File: config.mk
export PLATFORM = sky130hd
export DESIGN_NAME = bcd_stopwatch_floating_point_top
export DESIGN_NICKNAME = d
export VERILOG_FILES = /design/src/bcd_sw_pkg.sv /design/src/bcd_stopwatch_floating_point_top.sv /design/src/bcd_sw_ctrl.sv /design/src/bcd_sw_dp.sv
export VERILOG_INCLUDE_DIRS = /design/src /design/src/src
export SDC_FILE = /design/constraint.sdc
export NUM_CORES = 1
export LEC_CHECK = 0
export BUFFER_PORTS_ARGS = -buffer_cell sky130_fd_sc_hd__clkbuf_2
export CORE_ASPECT_RATIO = 1.1
export CORE_UTILIZATION = 23
export DETAILED_ROUTE_END_ITERATION = 10
export PLACE_DENSITY = 0.45
export SLEW_MARGIN = 20
export SYNTH_ARGS = -nofsm -noshare
export SYNTH_HDL_FRONTEND = slang
export SYNTH_HIERARCHICAL = 1
export SYNTH_SLANG_ARGS = --single-unit
File: constraint.sdc
create_clock -name clk -period 5.2 [get_ports clk]
set_clock_uncertainty 0.2 [all_clocks]
set_input_delay 0.26 -clock clk [delete_from_list [all_inputs] [get_ports clk]]
set_output_delay 0.26 -clock clk [all_outputs]
set_load 0.02 [all_outputs]
File: src/bcd_stopwatch_floating_point_top_defines.svh
// Assertion helpers; the enclosing module provides clk and rst_n.
`ifndef BCD_STOPWATCH_FLOATING_POINT_TOP_DEFINES_SVH
`define BCD_STOPWATCH_FLOATING_POINT_TOP_DEFINES_SVH

// Same-cycle implication.
`define BSW_ASSERT_IMP(label, ante, cons) \
    label: assert property (@(posedge clk) disable iff (!rst_n) (ante) |-> (cons)) \
        else $error("bcd_sw check failed");

// Next-cycle implication.
`define BSW_ASSERT_NXT(label, ante, cons) \
    label: assert property (@(posedge clk) disable iff (!rst_n) (ante) |=> (cons)) \
        else $error("bcd_sw check failed");

`endif

File: src/bcd_sw_pkg.sv
package bcd_sw_pkg;

    localparam int NUM_DIGITS_DEF = 13;

    localparam logic [7:0] LEVEL_RESET = 8'd100;
    localparam logic [7:0] MAXB_RESET  = 8'd200;
    localparam logic [7:0] LEVEL_STEP  = 8'd5;
    localparam logic [7:0] LEVEL_FLOOR = 8'd4;
    localparam logic [3:0] BCD_NINE    = 4'd9;
    localparam logic [3:0] WINDOW_BASE = 4'd3;

    typedef enum logic [1:0] {
        CMD_TICK      = 2'd0,
        CMD_BUTTONS   = 2'd1,
        CMD_RESET_PIN = 2'd2
    } cmd_t;

    typedef enum logic [1:0] {
        MODE_RESET = 2'd0,
        MODE_RUN   = 2'd1,
        MODE_STOP  = 2'd2
    } mode_t;

    typedef enum logic [2:0] {
        ST_IDLE,
        ST_EXEC,
        ST_SCAN,
        ST_BUMP,
        ST_FILL,
        ST_DONE
    } state_t;

    typedef struct packed {
        logic capture;
        logic apply;
        logic walk_clear;
        logic scan_step;
        logic bump;
        logic fill_step;
        logic load_out;
    } ctrl_cmd_t;

    typedef struct packed {
        logic tick_run;
        logic digit_not9;
        logic walk_last;
        logic fill_last;
    } dp_stat_t;

    function automatic logic [3:0] point_mask_of(input logic [3:0] shift);
        logic [3:0] mask;
        mask = 4'd0;
        if (shift < 4'd4)
        begin
            mask = 4'd1 << shift[1:0];
        end
        return mask;
    endfunction

endpackage

File: src/bcd_stopwatch_floating_point_top.sv
// Stopwatch core with a floating decimal point.
// Input channel s_axis_*: one transfer per event. tuser carries the event kind
// (tick, start/stop pin change, reset pin change); tdata carries button levels
// and the alarm switch. Every input transfer yields exactly one output transfer.
// Output channel m_axis_*: the four shown digits, point mask, colon and
// apostrophe marks, mode and brightness, as they stand after the event.
// Button events, reset presses, spare events and ticks outside run mode go from
// the capture state through the execute state to the done state, which loads the
// output register. A tick in run mode walks the counter one digit per cycle up to
// the first digit below nine, bumps it, then refills the shown window one digit per
// cycle through the single counter read port; a counter of all nines is not bumped.
// One event is in work at a time.
// The output register holds a finished result while the receiver stalls; a new
// input is taken meanwhile, and its result waits until that register frees.
// cfg_wr_en writes max_brightness from cfg_wr_data at any clock edge.
// After rst_n: counter and window zero, reset mode, brightness 100,
// max_brightness 200, point on the leftmost digit.
module bcd_stopwatch_floating_point_top #(
    parameter int NUM_DIGITS = bcd_sw_pkg::NUM_DIGITS_DEF
) (
    input  logic        clk,
    input  logic        rst_n,
    input  logic        cfg_wr_en,
    input  logic [7:0]  cfg_wr_data,
    input  logic        s_axis_tvalid,
    output logic        s_axis_tready,
    // [0] start_down, [1] stop_down, [2] reset_down, [3] alarm_on, [7:4] zero
    input  logic [7:0]  s_axis_tdata,
    // [1:0] cmd
    input  logic [1:0]  s_axis_tuser,
    output logic        m_axis_tvalid,
    input  logic        m_axis_tready,
    // [3:0] digit_left, [7:4] digit_mid_left, [11:8] digit_mid_right,
    // [15:12] digit_right, [19:16] point_mask, [20] colon_on,
    // [21] apostrophe_on, [23:22] mode, [31:24] brightness
    output logic [31:0] m_axis_tdata
);
    import bcd_sw_pkg::*;

    ctrl_cmd_t cmd;
    dp_stat_t  stat;

    bcd_sw_ctrl u_ctrl (
        .clk       (clk),
        .rst_n     (rst_n),
        .in_valid  (s_axis_tvalid),
        .in_ready  (s_axis_tready),
        .out_valid (m_axis_tvalid),
        .out_ready (m_axis_tready),
        .stat      (stat),
        .cmd       (cmd)
    );

    bcd_sw_dp #(
        .NUM_DIGITS (NUM_DIGITS)
    ) u_dp (
        .clk           (clk),
        .rst_n         (rst_n),
        .cfg_wr_en     (cfg_wr_en),
        .cfg_wr_data   (cfg_wr_data),
        .in_cmd        (s_axis_tuser),
        .in_start_down (s_axis_tdata[0]),
        .in_stop_down  (s_axis_tdata[1]),
        .in_reset_down (s_axis_tdata[2]),
        .in_alarm_on   (s_axis_tdata[3]),
        .cmd           (cmd),
        .stat          (stat),
        .out_data      (m_axis_tdata)
    );

endmodule

File: src/bcd_sw_ctrl.sv
`include "bcd_stopwatch_floating_point_top_defines.svh"

module bcd_sw_ctrl (
    input  logic                   clk,
    input  logic                   rst_n,
    input  logic                   in_valid,
    output logic                   in_ready,
    output logic                   out_valid,
    input  logic                   out_ready,
    input  bcd_sw_pkg::dp_stat_t   stat,
    output bcd_sw_pkg::ctrl_cmd_t  cmd
);
    import bcd_sw_pkg::*;

    state_t state_reg;
    state_t state_next;
    logic   out_valid_reg;
    logic   out_valid_next;

    always_ff @(posedge clk or negedge rst_n)
    begin
        if (!rst_n)
        begin
            state_reg     <= ST_IDLE;
            out_valid_reg <= 1'b0;
        end
        else
        begin
            state_reg     <= state_next;
            out_valid_reg <= out_valid_next;
        end
    end

    always_comb
    begin
        state_next = state_reg;
        case (state_reg)
            ST_IDLE:
            begin
                if (in_valid)
                begin
                    state_next = ST_EXEC;
                end
            end
            ST_EXEC:
            begin
                state_next = stat.tick_run ? ST_SCAN : ST_DONE;
            end
            ST_SCAN:
            begin
                if (stat.digit_not9)
                begin
                    state_next = ST_BUMP;
                end
                else if (stat.walk_last)
                begin
                    state_next = ST_FILL;
                end
            end
            ST_BUMP:
            begin
                state_next = ST_FILL;
            end
            ST_FILL:
            begin
                if (stat.fill_last)
                begin
                    state_next = ST_DONE;
                end
            end
            ST_DONE:
            begin
                if (!out_valid_reg || out_ready)
                begin
                    state_next = ST_IDLE;
                end
            end
            default:
            begin
                state_next = ST_IDLE;
            end
        endcase
    end

    always_comb
    begin
        cmd      = '0;
        in_ready = 1'b0;
        case (state_reg)
            ST_IDLE:
            begin
                in_ready    = 1'b1;
                cmd.capture = in_valid;
            end
            ST_EXEC:
            begin
                cmd.walk_clear = 1'b1;
                cmd.apply      = !stat.tick_run;
            end
            ST_SCAN:
            begin
                cmd.scan_step = !stat.digit_not9 && !stat.walk_last;
            end
            ST_BUMP:
            begin
                cmd.bump = 1'b1;
            end
            ST_FILL:
            begin
                cmd.fill_step = 1'b1;
            end
            ST_DONE:
            begin
                cmd.load_out = !out_valid_reg || out_ready;
            end
            default:
            begin
                cmd = '0;
            end
        endcase
    end

    always_comb
    begin
        out_valid_next = out_valid_reg;
        if (cmd.load_out)
        begin
            out_valid_next = 1'b1;
        end
        else if (out_ready)
        begin
            out_valid_next = 1'b0;
        end
    end

    assign out_valid = out_valid_reg;

    `BSW_ASSERT_IMP(a_no_overwrite, out_valid_reg && !out_ready, !cmd.load_out)
    `BSW_ASSERT_NXT(a_bump_then_fill, state_reg == ST_BUMP, state_reg == ST_FILL)
    `BSW_ASSERT_NXT(a_fill_then_done, state_reg == ST_FILL && stat.fill_last,
                    state_reg == ST_DONE)

endmodule

File: src/bcd_sw_dp.sv
`include "bcd_stopwatch_floating_point_top_defines.svh"

module bcd_sw_dp #(
    parameter int NUM_DIGITS = bcd_sw_pkg::NUM_DIGITS_DEF
) (
    input  logic                   clk,
    input  logic                   rst_n,
    input  logic                   cfg_wr_en,
    input  logic [7:0]             cfg_wr_data,
    input  logic [1:0]             in_cmd,
    input  logic                   in_start_down,
    input  logic                   in_stop_down,
    input  logic                   in_reset_down,
    input  logic                   in_alarm_on,
    input  bcd_sw_pkg::ctrl_cmd_t  cmd,
    output bcd_sw_pkg::dp_stat_t   stat,
    output logic [31:0]            out_data
);
    import bcd_sw_pkg::*;

    localparam int IDX_W = $clog2(NUM_DIGITS);
    localparam int SRC_W = 5;

    logic [1:0]       cmd_reg;
    logic             start_reg;
    logic             stop_reg;
    logic             rstp_reg;
    logic             alarm_reg;

    logic [7:0]       maxb_reg;
    mode_t            mode_reg;
    mode_t            mode_next;
    logic [1:0]       mark_reg;
    logic [1:0]       mark_next;
    logic [7:0]       level_reg;
    logic [7:0]       level_next;
    logic [3:0]       shift_reg;
    logic [3:0]       shift_next;
    logic [3:0]       digit_reg [NUM_DIGITS];
    logic [3:0]       digit_next [NUM_DIGITS];
    logic [3:0]       shown_reg [4];
    logic [3:0]       shown_next [4];
    logic [IDX_W-1:0] walk_reg;
    logic [IDX_W-1:0] walk_next;
    logic [1:0]       fill_reg;
    logic [1:0]       fill_next;
    logic [31:0]      out_reg;

    logic [SRC_W-1:0] src;
    logic             src_ok;
    logic [IDX_W-1:0] rd_idx;
    logic [3:0]       rd_digit;
    logic [SRC_W-1:0] walk_wide;
    logic [SRC_W-1:0] shift_wide;

    always_ff @(posedge clk)
    begin
        if (cmd.capture)
        begin
            cmd_reg   <= in_cmd;
            start_reg <= in_start_down;
            stop_reg  <= in_stop_down;
            rstp_reg  <= in_reset_down;
            alarm_reg <= in_alarm_on;
        end
        if (cmd.load_out)
        begin
            out_reg <= {level_reg, mode_reg, mark_reg, point_mask_of(shift_reg),
                        shown_reg[3], shown_reg[2], shown_reg[1], shown_reg[0]};
        end
    end

    always_ff @(posedge clk or negedge rst_n)
    begin
        if (!rst_n)
        begin
            maxb_reg  <= MAXB_RESET;
            mode_reg  <= MODE_RESET;
            mark_reg  <= 2'd0;
            level_reg <= LEVEL_RESET;
            shift_reg <= 4'd0;
            walk_reg  <= '0;
            fill_reg  <= 2'd0;
            for (int i = 0; i < NUM_DIGITS; i++)
            begin
                digit_reg[i] <= 4'd0;
            end
            for (int j = 0; j < 4; j++)
            begin
                shown_reg[j] <= 4'd0;
            end
        end
        else
        begin
            if (cfg_wr_en)
            begin
                maxb_reg <= cfg_wr_data;
            end
            mode_reg  <= mode_next;
            mark_reg  <= mark_next;
            level_reg <= level_next;
            shift_reg <= shift_next;
            walk_reg  <= walk_next;
            fill_reg  <= fill_next;
            digit_reg <= digit_next;
            shown_reg <= shown_next;
        end
    end

    assign walk_wide  = SRC_W'(walk_reg);
    assign shift_wide = {1'b0, shift_reg};
    assign src        = shift_wide + SRC_W'(fill_reg);
    assign src_ok     = src < SRC_W'(NUM_DIGITS);
    assign rd_idx     = cmd.fill_step ? src[IDX_W-1:0] : walk_reg;
    assign rd_digit   = digit_reg[rd_idx];

    assign stat.tick_run   = (cmd_reg == CMD_TICK) && (mode_reg == MODE_RUN);
    assign stat.digit_not9 = rd_digit != BCD_NINE;
    assign stat.walk_last  = walk_reg == IDX_W'(NUM_DIGITS - 1);
    assign stat.fill_last  = fill_reg == 2'd3;

    always_comb
    begin
        mode_next  = mode_reg;
        mark_next  = mark_reg;
        level_next = level_reg;
        shift_next = shift_reg;
        walk_next  = walk_reg;
        fill_next  = fill_reg;
        digit_next = digit_reg;
        shown_next = shown_reg;

        if (cmd.walk_clear)
        begin
            walk_next = '0;
            fill_next = 2'd0;
        end

        if (cmd.scan_step)
        begin
            walk_next = walk_reg + 1'b1;
        end

        if (cmd.bump)
        begin
            for (int i = 0; i < NUM_DIGITS; i++)
            begin
                if (IDX_W'(i) < walk_reg)
                begin
                    digit_next[i] = 4'd0;
                end
                else if (IDX_W'(i) == walk_reg)
                begin
                    digit_next[i] = digit_reg[i] + 4'd1;
                end
            end
            if (walk_wide > shift_wide + SRC_W'(WINDOW_BASE))
            begin
                shift_next = 4'(walk_wide - SRC_W'(WINDOW_BASE));
            end
        end

        if (cmd.fill_step)
        begin
            shown_next[~fill_reg] = src_ok ? rd_digit : 4'd0;
            fill_next = fill_reg + 2'd1;
        end

        if (cmd.apply)
        begin
            case (cmd_reg)
                CMD_BUTTONS:
                begin
                    mark_next = {stop_reg, start_reg};
                    if (start_reg && mode_next == MODE_RESET)
                    begin
                        mode_next = MODE_RUN;
                    end
                    if (stop_reg && mode_next == MODE_RUN)
                    begin
                        mode_next = MODE_STOP;
                    end
                    if (start_reg && stop_reg && mode_next == MODE_STOP)
                    begin
                        mode_next = MODE_RUN;
                    end
                end
                CMD_RESET_PIN:
                begin
                    if (rstp_reg)
                    begin
                        if (mode_reg == MODE_RESET)
                        begin
                            if (alarm_reg)
                            begin
                                if ({1'b0, level_reg} + {1'b0, LEVEL_FLOOR} <
                                    {1'b0, maxb_reg})
                                begin
                                    level_next = level_reg + LEVEL_STEP;
                                end
                            end
                            else if (level_reg > LEVEL_FLOOR)
                            begin
                                level_next = level_reg - LEVEL_STEP;
                            end
                        end
                        mode_next  = MODE_RESET;
                        shift_next = 4'd0;
                        for (int i = 0; i < NUM_DIGITS; i++)
                        begin
                            digit_next[i] = 4'd0;
                        end
                        for (int j = 0; j < 4; j++)
                        begin
                            shown_next[j] = 4'd0;
                        end
                    end
                end
                default:
                begin
                    mode_next = mode_reg;
                end
            endcase
        end
    end

    assign out_data = out_reg;

    `BSW_ASSERT_NXT(a_window_fits, cmd.bump,
                    shift_wide + SRC_W'(4) <= SRC_W'(NUM_DIGITS))
    `BSW_ASSERT_NXT(a_top_digit_bcd, cmd.bump, digit_reg[NUM_DIGITS-1] <= BCD_NINE)
    `BSW_ASSERT_IMP(a_fill_in_range, cmd.fill_step, src_ok)

endmodule

# ---- Word-level counts from Yosys, hierarchy flattened
# Index checks and enable logic that the tools add are counted.
dict set report totals {
  reg_bits 140
  input_bits 23
  word_cells 214
}
dict set report classes {
  add_sub_neg 21
  n_lt_le_gt_ge 21
  n_eq_ne 31
  shifts 1
  n_mux 79
  bitwise_logic 3
  reduce_logical 25
}
# cell count
set ops {}
lappend ops {{$mux W52} 4}
lappend ops {{$mux W4} 38}
lappend ops {{$mux W16} 4}
lappend ops {{$add A4 B1 Y4 const B} 14}
lappend ops {{$mux W8} 3}
lappend ops {{$mux W2} 11}
lappend ops {{$eq A4 B4 Y1 const A} 5}
lappend ops {{$lt A4 B4 Y1 const A} 5}
lappend ops {{$mux W3} 6}
lappend ops {{$pmux W3 S6} 1}
lappend ops {{$bmux W4 S4} 1}
lappend ops {{$bwmux W16} 1}
lappend ops {{$eq A3 B4 Y1 const A} 4}
lappend ops {{$lt A3 B4 Y1 const A} 4}
lappend ops {{$reduce_bool A2 Y1} 5}
lappend ops {{$add A8 B3 Y9 const B} 1}
lappend ops {{$lt A9 B8 Y1} 1}
lappend ops {{$add A8 B3 Y8 const B} 1}
lappend ops {{$demux W4 S2} 1}
lappend ops {{$eq A2 B4 Y1 const A} 2}
lappend ops {{$gt A8 B3 Y1 const B} 1}
lappend ops {{$lt A1 B4 Y1 const A} 2}
lappend ops {{$lt A2 B4 Y1 const A} 2}
lappend ops {{$mux W1} 8}
lappend ops {{37 further kinds} 56}

# ---- Longest topological paths before layout
# Gate-level depths: netlist (run 1).
dict set report depth {
  ltp_word 14
  depth_mapped 17
  ltp_nobuf 13
}

# ---- Cells and area by module
# The synthesis (run 1) kept the hierarchy.
# mod instances cells_each area_each_um2
set modules_own_cells {}
lappend modules_own_cells {bcd_sw_dp 1 645 7034.2}
lappend modules_own_cells {bcd_sw_ctrl 1 39 354.1}

# ---- Worst setup path after synthesis (run 1)
# No wires, ideal clock.
dict set report synth_timing {
  path_kind {register to register}
  from {register u_dp.shift_reg[0]}
  to {register u_dp.walk_reg[0]}
  setup_time_ns 0.125
  arrival_time_ns 3.591
  t_required_ns 4.875
  path_slack_ns 1.284
  path_stages_with_launch 14
  synth_period_minus_slack_ns 3.916
  path_cell_list {dfrtp_1 -> ha_1 -> fa_1 -> mux2i_1 -> buf_2 -> mux4_2 -> and3_4 -> a211oi_4 -> nand4bb_1 -> or3_4 -> nor3_4 -> clkbuf_1 -> nor2_1 -> mux2_2}
}
# element line_no
set synth_rtl {}
lappend synth_rtl {{start: declaration} bcd_sw_dp.sv:37} ;# logic [3:0] shift_reg;
lappend synth_rtl {{start signal: assignment} bcd_sw_dp.sv:102} ;# shift_reg <= shift_next;
lappend synth_rtl {{end signal: assignment} bcd_sw_dp.sv:103} ;# walk_reg <= walk_next;
lappend synth_rtl {{end: declaration} bcd_sw_dp.sv:43} ;# logic [IDX_W-1:0] walk_reg;

==> impl_metrics.toml, run 1 <==
[finish]
nets = 826
diodes = 0
mostFrequentLayoutCell = "dfrtp_1"
layout_common_cells = "dfrtp_1 (96), nor2_1 (81), nand2_1 (59)"
layoutNonFillerInstCount = 1191
num-fill-cells = 3333
drive_gt1_frac = 0.180
syn_to_final_growth_pct = 20.2
largest_reg_flops = 52

[timing]
fin_crit_sh = 0.839
setup_viol = 0
rsz0062_at_grt = "no"
fin_tns_setup_ns = 0
worst_pin_slew_ns = 1.04
hold_viol = 0
setup_slack_ns = 0.835
slew_violations = 0
hold_slack_ns = 0.0200
relSlewSlack = 0.301
fmax_mhz = 229
finalCriticalPeriod_ns = 4.36

[power]
ir_worst_vdd_mv = 0.226
powerDensity_nw_per_um2 = 405
power_mw = 3.60
leakage_nw = 3.88

[hold_path]
hold_path.class = "primary input to flip-flop"

[critical_path]
critPathArrivalTime_ns = 4.47
required_ns = 5.30
path_class = "flip-flop to flip-flop"
slowest_stage = "dfrtp_1"
worstSetupEndpointType = "flip-flop"
start_kind = "flip-flop"
crit_chain = "nand2b_4 -> nor2_1 -> buf_4 -> nand3b_1 -> mux2_2 -> a211oi_2 -> a211oi_2 -> buf_4 -> nand4bb_1 -> or3_4 -> nor3_4 -> nor2_1 -> mux2_2"
cpPeakStageDelay_ns = 0.68
path_max_fanout = 19

[synth]
yosysSeqAreaShare = 0.501
async_flop_share = 0.729
ys_types = 63
syn_area_um2 = 7390
synthFlopType = "dfrtp_1"
synthTopCellsByArea = "dfrtp_1 (33%), edfxtp_1 (15%), ha_1 (7.3%), nor2_1 (4.2%), xor2_1 (3.4%)"
yosysTopAreaCell = "dfrtp_1"
synth_nets = 752
synth_seq_cells = 140
yosysWarnings = 6
avgSynthCellArea_um2 = 10.8
synth_top_area_frac = 0.325
synthCells = 684
synth_edf_count = 38

[clock_network]
clkTransAtPathRegs_ns = 0.07
cts_tree = "done"
clk-insertion-delay-late_ns = 0.43
clock_sinks = 140
ctsResizeCount = 0
numCtsBuffers = 17
cts_root_buf = "clkbuf_16"
cts_max_level = 4
clockBufferDepth = 2

[global_routing]
antenna_found_initial = 0
track_usage = 0.114
grt_max_degree = 59
overflow = 0
grt_pass1_vias = 5383
grt_pass1_wl_um = 29600

[placement]
place_inst = 1140
place_congestion = 0.753
dp_worst_setup_slack_ns = 0.774
dp_hpwl_um = 12400
portBuffers = 52

[die]
row_count = 68
ioPinCount = 57
start_util = 0.235
dieArea_um2 = 32800
core-area_um2 = 31500
die_w_um = 173
die_y_um = 190

[route]
drt_pre_antenna_iters = 6
wl_per_cell_um = 14.8
vias_per_cell = 4.42
wl_um = 17600
initialDrtViolationCount = 266
remaining_drc_errors = 0
ant_nets = 0
via_count = 5263

[run]
maxCapViolCount = 0

[run_status]
status = "finished clean"
layer usage:
metal,vias up,share of wire,track usage
met5,-,0,0
met4,0,0.017,0.0429
met3,18,0.033,0.0250
met2,86,0.49,0.192
met1,2570,0.46,0.143
li1,2589,-,-
Yosys cell counts, types with 3 or more instances:
cell,count
edfxtp_1,38
nand3b_1,5
mux2_2,6
o21ai_1,16
buf_6,3
nand2_1,59
a211oi_1,3
nand2b_1,5
nand3_1,32
nor2_1,82
clkbuf_1,13
a31o_2,3
o21ai_0,35
buf_1,3
dfstp_2,6
ha_1,43
and3_1,8
o31ai_1,3
a21oi_1,39
nor3_1,10
a211oi_2,4
mux4_2,10
inv_1,26
a21o_1,4
buf_2,5
dfrtp_1,96
nor3b_1,3
mux2i_1,16
xor2_1,29
nor2b_1,6
nand4_1,14
xnor2_1,16
buf_4,3
final cells by class:
type                    count  area, um2  share of cell area
flip-flops and latches    140       3700               0.417
multi-input cells         491       3470               0.391
repair buffers             82        536              0.0603
well taps                 420        526              0.0592
clock buffers              19        443              0.0499
clock inverters            13        106              0.0120
inverters                  26       97.6              0.0110
power breakdown:
group	leakage [nW]	internal [mW]	switching, mW
clock network	0.262	0.632	0.518
logic	1.89	0.362	0.576
registers	1.73	1.35	0.158
what timing repair did:
item,4_1_cts,5_1_grt
hold endpoints to repair,69,0
setup buffers,0,0
hold buffers,19,0
setup endpoints to repair,0,0
stage by stage:
stage | instance area, um2 | util
finish | 8880 | 0.282
floorplan | 7390 | -
global route | 8880 | 0.282
detailed placement | 8130 | 0.258
global placement | 8130 | 0.258
CTS | 8870 | 0.282
cell families after synthesis:
kind of cell | synth area share
compound gates | 0.106
xor+xnor | 0.0533
fa+ha+maj | 0.0782
buf+inv | 0.0323
flops | 0.501
mux | 0.0703
simple gates | 0.159
worst max-delay path, delay by kind of cell, from the launching register on:
family,cells,cell delay [ns]
flops,1,0.68
simple gates,7,1.65
buf+inv,2,0.49
mux,2,0.56
compound gates,2,0.66
path summary, 6_finish.rpt:
kind                                           from  slack [ns]            endpoint  cells after the start
worst min-delay path                      cfg_wr_en        0.02    u_dp/maxb_reg[1]                      2
max in group asynchronous                     rst_n        3.45   u_dp/shown_reg[8]                      3
min in group asynchronous                     rst_n        0.26  u_dp/digit_reg[13]                      2
worst min register to register    u_dp/shown_reg[9]        0.25    u_dp/out_data[5]                      0
worst max-delay path            u_ctrl/state_reg[2]        0.84    u_dp/walk_reg[0]                     13
worst max register to register  u_ctrl/state_reg[2]        0.84    u_dp/walk_reg[0]                     13
Power figures use the tool's default switching activity.
==> inputs of run 2 (changes only) <==
ABC_AREA = 1   (was default)
clock period = 4.13 ns   (was 5.2 ns; I/O delays follow)
==> impl_metrics.toml, run 2 <==
[clock_network]
clock_sinks = 140
clkTransAtPathRegs_ns = 0.06
cts_max_level = 4
post_cts.repair.setup_buffers = 0
clockBufferDepth = 2
postCtsHoldBufs = 29
ctsResizeCount = 0
cts_root_buf = "clkbuf_16"
numCtsBuffers = 17
clk-insertion-delay-late_ns = 0.43
cts_tree = "done"

[die]
row_count = 70
start_util = 0.233
die_w_um = 177
ioPinCount = 57
dieArea_um2 = 34500
die_y_um = 195
core-area_um2 = 33300

[finish]
drive_gt1_frac = 0.159
layoutNonFillerInstCount = 1432
diodes = 0
seq_area_um2 = 3700
nets = 1055
multi_input_area_um2 = 3480
num-fill-cells = 3551
syn_to_final_growth_pct = 22.1
layout_common_cells = "nand2_1 (154), inv_1 (104), dfrtp_1 (96)"
postLayoutCoreUtil = 0.285
largest_reg_flops = 52
mostFrequentLayoutCell = "nand2_1"

[route]
wl_met1_um = 9070
via_count = 6254
vias_per_cell = 4.37
remaining_drc_errors = 0
initialDrtViolationCount = 375
wl_per_cell_um = 13.6
wl_um = 19400
top_layer_used = "met4"
wl_met2_um = 9480
ant_nets = 0
drt_pre_antenna_iters = 5
wl_met3_um = 575

[synth]
synth_most_common_cell = "nand2_1"
yosysTopAreaCell = "dfrtp_1"
synthTopCellsByArea = "dfrtp_1 (31%), edfxtp_1 (15%), nand2_1 (7.4%), ha_1 (6.9%), inv_1 (5.0%)"
synthFlopType = "dfrtp_1"
yosysWarnings = 6
avgSynthCellArea_um2 = 8.65
synthAdderAreaFrac = 0.0744
yosysSeqAreaShare = 0.476
synth_compound_area_frac = 0.104
ys_types = 47
synth_top_area_frac = 0.309
synth-simple-area-share = 0.239
synth_nets = 966
muxShareOfSynthArea = 0.00145
synthCells = 898
synth_top_family_by_area = "simple AND/OR/NAND/NOR gates"
synth_seq_cells = 140
synth_edf_count = 38
synth_xor_area_frac = 0.0271
async_flop_share = 0.729
syn_area_um2 = 7770
synthTopCellsByCount = "nand2_1 (154), inv_1 (104), dfrtp_1 (96)"

[timing]
fin_tns_setup_ns = 0
slew_violations = 0
hold_slack_ns = 0.0310
rsz0062_at_grt = "no"
finalCriticalPeriod_ns = 3.43
setup_viol = 0
worst_pin_slew_ns = 0.919
fin_crit_sh = 0.830
hold_viol = 0
relSlewSlack = 0.387
fmax_mhz = 292

[run]
maxCapViolCount = 0

[power]
leakage_nw = 4.37
p_switching_mw = 1.83
powerDensity_nw_per_um2 = 554
ir_worst_vdd_mv = 0.265
clock_power_share = 0.325
pwr-share-seq = 0.375
share_comb_of_total_power = 0.301
switching_share = 0.348
p_int_mw = 3.42

[global_routing]
grt_pass1_wl_um = 32400
antenna_found_initial = 0
grt_pass1_vias = 6319
grt_max_degree = 67
track_usage = 0.120
overflow = 0

[placement]
portBuffers = 52
place_congestion = 0.804
place_inst = 1370
dp_hpwl_um = 13900

[run_status]
status = "finished clean"

[critical_path]
start_kind = "flip-flop"
ff2ff_setup_slack_ns = 0.70
worstSetupEndpoint = "u_dp/walk_reg[1]"
critPathArrivalTime_ns = 3.52
worstSetupEndpointType = "flip-flop"
required_ns = 4.22
r2r_start = "u_ctrl/state_reg[0]"
startpoint = "u_ctrl/state_reg[0]"
reg2regPathDepth = 17
path_max_fanout = 28
path_class = "flip-flop to flip-flop"
r2r-end = "u_dp/walk_reg[1]"

[hold_path]
hold_path.class = "primary input to flip-flop"
run 2: changes by cell type in the layout (fill, tap and decap cells not counted), moves of 10 or more:
cell,change
nand2_1,+95
nand3_1,+45
inv_1,+78
xnor2_1,-12
mux2i_1,-15
o21ai_0,+22
dlygate4sd3_1,+10
mux4_2,-10
nor3_1,+22
a21oi_1,+10
nand2_2,+10
nand3_2,+14
inv_2,+20
run 2: cells by family (layout without fill, tap and decap cells):
group	after synthesis	in the layout
AO/OA/AOI/OAI	144	144
XOR/XNOR	24	24
adder cells (fa/ha/maj)	45	45
buffers and inverters	144	246
flip-flops	140	140
multiplexers	1	1
AND/OR/NAND/NOR	400	400
run 2: layout make-up:
| class | count | share of cell area |
|---|---|---|
| clock buffers | 23 | 0.0528 |
| clock inverters | 9 | 0.0164 |
| inverters | 124 | 0.0491 |
| multi-input cells | 614 | 0.367 |
| flip-flops and latches | 140 | 0.390 |
| well taps | 432 | 0.0570 |
| repair buffers | 90 | 0.0676 |
run 2: worst min path at each step:
stage                                from          endpoint  slack, ns  depth (start not counted)
after floorplan                     rst_n  u_ctrl/out_valid      -0.29                          0
after global placement    s_axis_tdata[0]    u_dp/start_reg       0.19                          1
after detailed placement  s_axis_tdata[0]    u_dp/start_reg       0.19                          1
after CTS                       cfg_wr_en  u_dp/maxb_reg[1]      0.004                          2
after global routing            cfg_wr_en  u_dp/maxb_reg[1]       0.05                          2
final                           cfg_wr_en  u_dp/maxb_reg[1]       0.03                          2
run 2: worst max-delay path, cell delays in order, from the launching register on:
cell	delay, ns
dfrtp_1	0.47
nor2_2	0.07
nand2_1	0.08
inv_1	0.24
o21ai_4	0.79
nand2_1	0.11
nand3_1	0.12
nand3_1	0.12
nand3_2	0.13
nand2_1	0.05
a21oi_1	0.13
nand2_1	0.12
nor2_1	0.15
nand3_2	0.13
inv_1	0.14
nor2_1	0.07
inv_1	0.09
o21ai_0	0.09
run 2: power groups by stage:
stage | combinational, mW | sequential (mW) | clock [mW]
3_3_place_gp | 1.53 | 2.00 | 0
6_report | 1.58 | 1.97 | 1.70
4_1_cts | 1.57 | 1.98 | 1.76
2_1_floorplan | 1.07 | 2.06 | 0
5_1_grt | 1.80 | 2.01 | 1.81
3_5_place_dp | 1.54 | 2.00 | 0
run 2: per-layer routing:
| layer | up-vias | track usage |
|---|---|---|
| met5 | - | 0 |
| met4 | 0 | 0.0447 |
| met3 | 23 | 0.0231 |
| met2 | 107 | 0.204 |
| met1 | 2950 | 0.148 |
| li1 | 3174 | - |
run 2: stage by stage:
stage	power (mW)	cell area [um2]	setup WS, ns
5_1_grt	5.62	9480	0.316
3_5_place_dp	3.54	8510	0.745
6_report	5.25	9480	0.704
2_1_floorplan	3.12	7770	1.33
3_3_place_gp	3.53	8510	0.739
4_1_cts	5.31	9450	0.690
==> inputs of run 3 (changes only) <==
ABC_AREA = 0   (was 1)
clock period = 3.6 ns   (was 4.13 ns; I/O delays follow)
==> impl_metrics.toml, run 3 (synthesis results as in run 1) <==
[timing]
finalCriticalPeriod_ns = 3.65
setup_viol = 3
slew_violations = 0
fmax_mhz = 274
relSlewSlack = 0.366
setup_slack_ns = -0.0478
rsz0062_at_grt = "yes"
hold_viol = 0
fin_crit_sh = 1.01
worst_pin_slew_ns = 0.948
fin_tns_setup_ns = -0.0951

[critical_path]
path_max_fanout = 6
critPathArrivalTime_ns = 3.75
r2r_start = "u_dp/shift_reg[0]"
worstSetupEndpointType = "flip-flop"
cpPeakStageDelay_ns = 0.45
start_kind = "flip-flop"
reg2regPathDepth = 13
slowest_stage = "fa_2"
r2r-end = "u_dp/walk_reg[0]"
required_ns = 3.71
crit_chain = "ha_2 -> fa_2 -> mux2i_4 -> buf_6 -> mux4_2 -> mux2i_1 -> nor2_1 -> a211oi_2 -> nand4bb_1 -> or3_4 -> nor3_4 -> nor2_2 -> mux2_2"
path_class = "flip-flop to flip-flop"
ff2ff_setup_slack_ns = -0.05

[die]
start_util = 0.235
core-area_um2 = 31500
ioPinCount = 57
die_w_um = 173
row_count = 68
die_y_um = 190
dieArea_um2 = 32800

[finish]
postLayoutCoreUtil = 0.296
num-fill-cells = 3308
syn_to_final_growth_pct = 26.3
nets = 869
mostFrequentLayoutCell = "dfrtp_1"
drive_gt1_frac = 0.216
layout_common_cells = "dfrtp_1 (96), nor2_1 (79), nand2_1 (58)"
diodes = 0
largest_reg_flops = 52

[route]
vias_per_cell = 4.43
wl_um = 18400
wl_per_cell_um = 14.9
drt_pre_antenna_iters = 4
via_count = 5468
remaining_drc_errors = 0
ant_nets = 0
initialDrtViolationCount = 349

[power]
ir_worst_vdd_mv = 0.330
powerDensity_nw_per_um2 = 577
leakage_nw = 4.11

[global_routing]
antenna_found_initial = 0
grt_max_degree = 78
overflow = 0
track_usage = 0.117
grt_pass1_wl_um = 30400
grt_pass1_vias = 5578

[clock_network]
clk-insertion-delay-late_ns = 0.43
cts_max_level = 4
clock_sinks = 140
cts_root_buf = "clkbuf_16"
cts_tree = "done"
clockBufferDepth = 2
numCtsBuffers = 17
clkTransAtPathRegs_ns = 0.07

[run_status]
violations = "negative setup slack"
status = "finished with violations"

[hold_path]
hold_path.class = "primary input to asynchronous set/reset pin"

[placement]
dp_worst_setup_slack_ns = -0.0724
portBuffers = 52
place_congestion = 0.752
dp_hpwl_um = 12800

[run]
maxCapViolCount = 0
## run 3: cell count changes in the layout (fill, tap and decap cells not counted), moves of 20 or more
cell | previous run | this run
buf_4 | 9 | 38
inv_1 | 104 | 26
inv_2 | 20 | 0
nand2_1 | 154 | 58
nand3_1 | 77 | 32
nor3_1 | 31 | 9
o21ai_0 | 57 | 33
## run 3: stage by stage
stage               instance area [um2]  hold WS (ns)  std cells  power [mW]
floorplan                          7410        -0.316        684        3.16
global placement                   8350       -0.0738       1165        3.64
detailed placement                 8350       -0.0617       1165        3.65
CTS                                9290        0.0176       1230        5.47
global route                       9330        0.0482       1234        5.70
finish                             9330        0.0255       1234        5.38
## run 3: worst max-delay path by stage
stage / startpoint / to / slack (ns) / depth (start not counted)
detailed placement: u_dp/shift_reg[0] / u_dp/walk_reg[3] / -0.07 / 14
global route: u_dp/shift_reg[0] / u_dp/walk_reg[3] / -0.27 / 14
finish: u_dp/shift_reg[0] / u_dp/walk_reg[0] / -0.05 / 13
global placement: u_dp/shift_reg[0] / u_dp/walk_reg[3] / -0.05 / 14
CTS: u_ctrl/state_reg[1] / u_dp/walk_reg[3] / -0.01 / 13
floorplan: u_dp/shift_reg[0] / u_dp/walk_reg[0] / -0.15 / 13
## run 3: final cells by class
type,count,area [um2],area share
well taps,420,526,0.0563
multi-input cells,491,3510,0.376
inverters,26,97.6,0.0105
clock inverters,12,98.8,0.0106
clock buffers,20,479,0.0513
repair buffers,125,920,0.0985
flip-flops and latches,140,3700,0.397
## run 3: worst max-delay path: cells and delay by family (launching register included)
family	cells	cell delay (ns)
flops	1	0.39
mux	4	0.92
buf+inv	1	0.16
simple gates	5	0.98
fa+ha+maj	2	0.65
compound gates	1	0.23
## run 3: timing repair
item / in CTS / in global routing
setup endpoints to repair: 3 / 5
buffers inserted: 2 / 4
cloned: 1 / 0
endpoints found under the hold margin: 115 / 0
hold buffers: 30 / 0
resized for setup: 8 / 3
pin swaps: 2 / 4
## run 3: where the power goes
| part | switching [mW] | internal (mW) |
|---|---|---|
| clock | 0.742 | 0.980 |
| sequential | 0.187 | 1.95 |
| combinational | 0.911 | 0.613 |
## run 3: metal layers
metal / wire, um / global-route usage / share of wire / vias to the layer above
met2: 9090 / 0.205 / 0.49 / 103
li1: - / - / - / 2672
met1: 8530 / 0.147 / 0.46 / 2678
met5: 0 / 0 / 0 / -
met3: 613 / 0.0226 / 0.033 / 15
met4: 169 / 0.0306 / 0.0092 / 0
